$ cat config.mk
export PLATFORM = sky130hd
export DESIGN_NAME = acp_round_stage
export DESIGN_NICKNAME = d
export VERILOG_FILES = /design/src/rtl/acp_pkg.sv /design/src/rtl/acp_round_stage.sv
export SDC_FILE = /design/constraint.sdc
export NUM_CORES = 1
export LEC_CHECK = 0
export BUFFER_PORTS_ARGS = -buffer_cell sky130_fd_sc_hd__buf_2
export CAP_MARGIN = 20
export CORE_AREA = 2 2 261 263
export CTS_CLUSTER_DIAMETER = 120
export DETAILED_ROUTE_END_ITERATION = 12
export DIE_AREA = 0 0 263 265
export HOLD_SLACK_MARGIN = 0.12
export SETUP_SLACK_MARGIN = 0.2
export SLEW_MARGIN = 20
export SYNTH_ARGS = -nofsm -noshare
export SYNTH_HDL_FRONTEND = slang
export SYNTH_SLANG_ARGS = --single-unit
$ cat constraint.sdc
create_clock -name clk -period 29.4 [get_ports clk]
set_input_delay 5.88 -clock clk [delete_from_list [all_inputs] [get_ports clk]]
set_output_delay 5.88 -clock clk [all_outputs]
set_load 0.03 [all_outputs]
$ cat src/rtl/acp_pkg.sv
// Shared types, round constants and the round function of the 320-bit permutation.
// Used by acp_round_stage and ascon_permutation_unit; depends on nothing.
`default_nettype none

package acp_pkg;

  localparam int unsigned WordW   = 64;
  localparam int unsigned NumWords = 5;
  localparam int unsigned RoundsMax = 12;

  typedef logic [NumWords-1:0][WordW-1:0] state_t;
  typedef logic [3:0] round_idx_t;

  // Data carried by one pipeline slot: the state, the schedule position of the
  // round this stage stands for, and the first schedule position that applies.
  typedef struct packed {
    state_t     st;
    round_idx_t pos;
    round_idx_t first;
  } slot_t;

  function automatic logic [7:0] round_const(input round_idx_t idx);
    logic [7:0] c;
    unique case (idx)
      4'd0:    c = 8'hf0;
      4'd1:    c = 8'he1;
      4'd2:    c = 8'hd2;
      4'd3:    c = 8'hc3;
      4'd4:    c = 8'hb4;
      4'd5:    c = 8'ha5;
      4'd6:    c = 8'h96;
      4'd7:    c = 8'h87;
      4'd8:    c = 8'h78;
      4'd9:    c = 8'h69;
      4'd10:   c = 8'h5a;
      4'd11:   c = 8'h4b;
      default: c = 8'h00;
    endcase
    return c;
  endfunction

  function automatic logic [WordW-1:0] ror64(input logic [WordW-1:0] v, input int unsigned s);
    return (v >> s) | (v << (WordW - s));
  endfunction

  // One full round: constant addition, substitution layer, linear layer.
  function automatic state_t round_f(input state_t s, input logic [7:0] c);
    logic [WordW-1:0] w0, w1, w2, w3, w4;
    logic [WordW-1:0] t0, t1, t2, t3, t4;
    state_t r;
    w0 = s[0];
    w1 = s[1];
    w2 = s[2] ^ {{(WordW-8){1'b0}}, c};
    w3 = s[3];
    w4 = s[4];
    // Substitution layer, one 5-bit S-box per bit slice.
    w0 = w0 ^ w4;
    w4 = w4 ^ w3;
    w2 = w2 ^ w1;
    t0 = ~w0 & w1;
    t1 = ~w1 & w2;
    t2 = ~w2 & w3;
    t3 = ~w3 & w4;
    t4 = ~w4 & w0;
    w0 = w0 ^ t1;
    w1 = w1 ^ t2;
    w2 = w2 ^ t3;
    w3 = w3 ^ t4;
    w4 = w4 ^ t0;
    w1 = w1 ^ w0;
    w0 = w0 ^ w4;
    w3 = w3 ^ w2;
    w2 = ~w2;
    // Linear diffusion layer.
    r[0] = w0 ^ ror64(w0, 19) ^ ror64(w0, 28);
    r[1] = w1 ^ ror64(w1, 61) ^ ror64(w1, 39);
    r[2] = w2 ^ ror64(w2, 1) ^ ror64(w2, 6);
    r[3] = w3 ^ ror64(w3, 10) ^ ror64(w3, 17);
    r[4] = w4 ^ ror64(w4, 7) ^ ror64(w4, 41);
    return r;
  endfunction

endpackage

`default_nettype wire

$ cat src/rtl/acp_round_stage.sv
// One pipeline stage of the permutation: a conditional round and a slot register.
// Depends on acp_pkg.
`default_nettype none

module acp_round_stage (
  input  wire logic          clk,
  input  wire logic          rst,
  input  wire logic          up_valid,
  output logic               up_ready,
  input  wire acp_pkg::slot_t up_data,
  output logic               dn_valid,
  input  wire logic          dn_ready,
  output acp_pkg::slot_t     dn_data
);

  acp_pkg::slot_t data_next;
  logic           valid;
  acp_pkg::slot_t data;

  // The round applies only once the item has reached its first scheduled round.
  always_comb begin
    data_next       = up_data;
    data_next.pos   = up_data.pos + 4'd1;
    if (up_data.pos >= up_data.first) begin
      data_next.st = acp_pkg::round_f(up_data.st, acp_pkg::round_const(up_data.pos));
    end
  end

  assign up_ready = !valid || dn_ready;

  always_ff @(posedge clk) begin
    if (rst) begin
      valid <= 1'b0;
    end else if (up_ready) begin
      valid <= up_valid;
    end
  end

  always_ff @(posedge clk) begin
    if (up_ready && up_valid) begin
      data <= data_next;
    end
  end

  assign dn_valid = valid;
  assign dn_data  = data;

endmodule

`default_nettype wire

Word level (Yosys, flattened, before mapping) --
Memory sizes are Yosys's and may differ from the RTL's. Index checks and enable logic that the tools add are counted.
Operators by class: add/subtract/negate cells 1, magnitude comparators 1, multiplexer cells 2, bitwise operators 43, reductions and logical operators 3
Operators with widths (count):
- $xor A64 B64 Y64 | 21
- $not A64 Y64 | 6
- $and A64 B64 Y64 | 5
- $mux W320 | 1
- $or A23 B64 Y64 | 1
- $or A25 B64 Y64 | 1
- $or A3 B64 Y64 | 1
- $or A36 B64 Y64 | 1
- $or A45 B64 Y64 | 1
- $or A47 B64 Y64 | 1
- $or A54 B64 Y64 | 1
- $or A57 B64 Y64 | 1
- $or A58 B64 Y64 | 1
- $or A63 B64 Y64 | 1
- $xor A64 B8 Y64 | 1
- $mux W8 | 1
- $add A4 B1 Y4 const B | 1
- $ge A4 B4 Y1 | 1
- $logic_and A1 B1 Y1 | 1
- $logic_not A1 Y1 | 1
- $logic_or A1 B1 Y1 | 1
Storage, ports and cells: bits in registers 329, memory bits (read-only) 128, bits of input ports 332, output and inout port bits 330, word-level logic and storage cells 59, memories kept 1
Memory list:
- (name not given) | depth 16, width 8, rd ports 1, clocked after memory_dff 0, write ports 0, RTL line acp_pkg.sv:24 | unique case (idx)

Depth between registers and ports, before layout --
depth in word-level cells 12, gate-level depth with buffers 11, mapped depth without buffers 8

Worst setup path after synthesis --
No wires, ideal clock.
path type input -> register, start point in dn_ready, end point reg data (netlist bit dn_data[0]) (enable), setup time 730 ps, data arrival time 13677 ps, required time 28670 ps, slack 14993 ps, stages 2, buffers on the path 0, cell sequence nand2b_1 -> and2_1
Between the ends: cells in the longest elaborated chain, start to end 2
RTL lines:
- start: declaration | RTL line acp_round_stage.sv:12 | input wire logic dn_ready,
- $logic_or A1 B1 Y1 | RTL line acp_round_stage.sv:29 | assign up_ready = !valid || dn_ready;
- $logic_and A1 B1 Y1 | RTL line acp_round_stage.sv:40 | if (up_ready && up_valid) begin
- end signal: assignment | RTL line acp_round_stage.sv:41 | data <= data_next;
- end: declaration | RTL line acp_round_stage.sv:18 | acp_pkg::slot_t data;
Every way passes these cells. A chain may end at the register's enable or synchronous reset.

Worst setup path after layout --
start point in dn_ready, end point out up_ready
Between the ends: cells in the longest elaborated chain, start to end 1
RTL lines:
- $logic_or A1 B1 Y1 | RTL line acp_round_stage.sv:29
- end: declaration | RTL line acp_round_stage.sv:9 | output logic up_ready,
Every way passes these cells.

==> results.rst <==
.. list-table::
   :header-rows: 1

   * - Metric
     - Value
   * - Worst EP arrival
     - 6330 ps
   * - Part of the total power dissipated in the clock network
     - 19.3%
   * - Hold Vio Cnt, Final
     - 0
   * - Clk sinks
     - 329
   * - Number of warnings reported in the yosys synthesis log
     - 0
   * - Total number of vias
     - 23,240
   * - Sequential element share of the synthesized area
     - 35.46%
   * - Final WL
     - 131,000 µm
   * - Proportion of layout cells with a drive suffix above 1
     - 26.06%
   * - Aggregate global routing overflow
     - 0
   * - Wl on met1
     - 52,080 µm
   * - CTS tree
     - yes
   * - Worst setup slack after layout
     - 17,190 ps
   * - DRC violations left
     - 0
   * - Ports placed on the boundary
     - 662
   * - Number of buffers between clock root and the deepest sink
     - 3
   * - Detail Route Antenna Nets
     - 0
   * - Clock slew at reported path FFs
     - 60 ps
   * - Setup slack of the worst register-to-register path
     - 26,320 ps
   * - Routed vias/inst
     - 5.382
   * - Start point of the critical path
     - dn_ready
   * - Count leader, synth
     - sky130_fd_sc_hd__xnor2_1
   * - Starting utilization of the core area
     - 41.67%
   * - Number of optimization iterations in the first detailed-route pass
     - 5
   * - Leakage power of the design
     - 14.31 nW
   * - Library cells used by synthesis
     - 37
   * - Number of maximum-capacitance violations
     - 0
   * - Final setup skew
     - 12.55 ps
   * - Kind of path behind the tightest hold check
     - reg2reg
   * - Yosys reg bits
     - 329
   * - Count of endpoints failing setup in the final report
     - 0
   * - Critical R2R Launch
     - dn_valid
   * - Endpoint required time on the critical path
     - 23,520 ps
   * - Die Outline Area
     - 69,700 µm²
   * - Unrepaired setup endpoints after global routing
     - false
   * - Fill cells
     - 6,436
   * - H-tree depth
     - 2
   * - Proportion of power drawn by flip-flops and latches
     - 23.9%
   * - VDD IR-drop max
     - 0.04267 mV
   * - PnR Total Power
     - 0.002870 W
   * - Post-synth top cells
     - sky130_fd_sc_hd__xnor2_1, sky130_fd_sc_hd__edfxtp_1, sky130_fd_sc_hd__nand2_1
   * - Worst hold margin
     - 530.8 ps
   * - Die X-Extent
     - 263 µm
   * - Time the final worst path needs with I/O delays and setup
     - 12,210 ps
   * - Gp weighted congestion
     - 1.035
   * - Post-synth top area cell
     - sky130_fd_sc_hd__edfxtp_1
   * - WL per Instance
     - 30.35 µm
   * - Num CTS Buffers
     - 42
   * - PortBufs
     - 661
   * - Number of instances in the synthesized netlist
     - 2,733
   * - Cell area power density
     - 85.29 nW/µm²
   * - Combinational group share of total power
     - 56.8%
   * - Largest net degree at the start of global routing
     - 166
   * - Number of violations reported at the end of detailed-routing iteration 0
     - 2,815
   * - Final total negative setup slack
     - 0 ps
   * - Root Buffer Master
     - sky130_fd_sc_hd__clkbuf_16
   * - Layout-stage area growth over the synthesis result
     - 20.89%
   * - Netlist area before placement
     - 27,830 µm²
   * - Met2 routed WL
     - 60,060 µm
   * - CP max-delay cell
     - sky130_fd_sc_hd__buf_2
   * - Leading register cell type out of synthesis
     - sky130_fd_sc_hd__edfxtp_1
   * - Critical-path maximum fanout
     - 3
   * - Synthesized area per cell
     - 10.18 µm²
   * - Number of flops mapped to enable cells by yosys
     - 328
   * - Net count after synthesis
     - 3,198
   * - Top routing layer in use
     - met5
   * - Post-DP HPWL
     - 111,200 µm
   * - Metal3 WL
     - 11,580 µm
   * - Total of cells resized after clock tree synthesis
     - 0
   * - Post-placement worst setup slack
     - 17,200 ps
   * - Number of hold-repair buffers added at the cts stage
     - 0
   * - Worst setup path category
     - in2out
   * - Cell type with the highest occurrence count on the critical path
     - sky130_fd_sc_hd__buf_2
   * - Share of the synthesized area in the top cell type
     - 35.39%
   * - Endpoint of the worst-slack reg-to-reg timing path
     - dn_data[14]
   * - Cell internal pwr
     - 0.001509 W
   * - Net Switching
     - 0.001360 W
   * - Destination of the critical timing path
     - up_ready
   * - Via count of the first global-routing pass
     - 22,030
   * - Launch point of the worst hold path
     - dn_valid
   * - Critical path capture point type
     - output pin
   * - Delay of the slowest cell on the worst path
     - 190 ps
   * - Transition time at the pin with the least slew margin
     - 1323 ps
   * - Leading post-synthesis cells by cell area
     - sky130_fd_sc_hd__edfxtp_1, sky130_fd_sc_hd__xnor2_1, sky130_fd_sc_hd__xor2_1, sky130_fd_sc_hd__ha_1, sky130_fd_sc_hd__xnor3_1
   * - Async SR Flop Fraction
     - 0%
   * - Number of antenna violations at the first check in global routing
     - 26
   * - Buffers inserted by post-CTS timing repair
     - 0
   * - Final-stage net count
     - 3,863
   * - Worst R2R Path Depth
     - 4
   * - Max Fclk
     - 0.08192 GHz
   * - Run status
     - finished, final reports clean
   * - Fin crit share
     - 41.52%
   * - Relative slew margins
     - 11.48%
   * - Worst Setup Start Kind
     - input pin
   * - Number of placement rows
     - 95
   * - Net Sw Frac
     - 47.41%
   * - CP cell instances
     - buf_2, nand2b_1, buf_2
   * - Max-slew violation count
     - 0
   * - Core Box Area
     - 66,800 µm²
   * - Clk_lat worst skew
     - 580 ps
   * - Overall die height
     - 265 µm
   * - GRT Resource Usage Total
     - 36.66%
   * - Global-route wire length before repair
     - 175,400 µm
[how the worst min path moves through the flow]
stage	to	slack [ps]	depth (start not counted)
2_1_floorplan	dn_valid	860	2
3_3_place_gp	dn_valid	510	2
3_5_place_dp	dn_valid	520	2
4_1_cts	dn_valid	530	2
5_1_grt	dn_valid	550	2
6_report	dn_valid	530	2
[flip-flops by register name, summed over array words and instances, names as in the netlist]
signal,flops
dn_data,328
dn_valid,1
[power by group through the flow]
stage | Clock, W | Combinational (W) | Sequential (W)
detailed placement | 0 | 0.00159 | 0.000692
finish | 0.000553 | 0.00163 | 0.000685
CTS | 0.000557 | 0.00159 | 0.000685
global route | 0.000572 | 0.00167 | 0.000689
floorplan | 0 | 0.000813 | 0.000848
global placement | 0 | 0.00158 | 0.000695
[layout by cell type, fill, tap and decap left out, drive strengths merged, types with 7 or more instances in the layout]
cell type	instances
xnor2	798
buf	695
edfxtp	328
nand2	228
xor2	225
a21oi	204
nor2	200
inv	199
o21ai	164
ha	133
maj3	64
xnor3	51
clkbuf	48
diode	15
nand3	15
or3	14
o211ai	14
clkinv	14
bufinv	7
xor3	7
[stage by stage]
stage	area [µm²]	std cells	utilization, %
floorplan	27830	2733	-
global placement	32170	4227	48.16
detailed placement	32180	4227	48.17
CTS	33600	4303	50.30
global route	33630	4312	50.35
finish	33650	4318	50.37
[per-layer routing]
metal  vias up  global-route usage (%)
met1     11300                   47.32
met5         -                       0
met2      1249                   59.12
met4        26                   17.58
li1      10390                       -
met3       278                   7.209
[critical path: cells and delay by family]
family / cells / cell delay, ps
simple gates: 1 / 160
buf+inv: 2 / 280
[area by class of cell]
class | count | area [µm²] | share of cell area (%)
Multi-Input combinational cell | 2133 | 16910 | 50.25
Antenna cell | 15 | 37.54 | 0.1116
Tap cell | 873 | 1092 | 3.246
Timing Repair Buffer | 695 | 3576 | 10.63
Sequential cell | 329 | 9869 | 29.33
Clock inverter | 28 | 329.1 | 0.9780
Inverter | 197 | 739.5 | 2.198
Clock buffer | 48 | 1095 | 3.254
[cells by family after synthesis]
family                     share of synthesized area, %
buffers and inverters                             3.906
DFF                                               35.46
and+or+nand+nor                                   6.514
xor gates and xnor gates                          38.24
adders and majority gates                         8.446
muxes                                            0.2652
AOI/OAI and AO/OA                                 7.170
No activity file was read; power rests on OpenSTA's default activity.
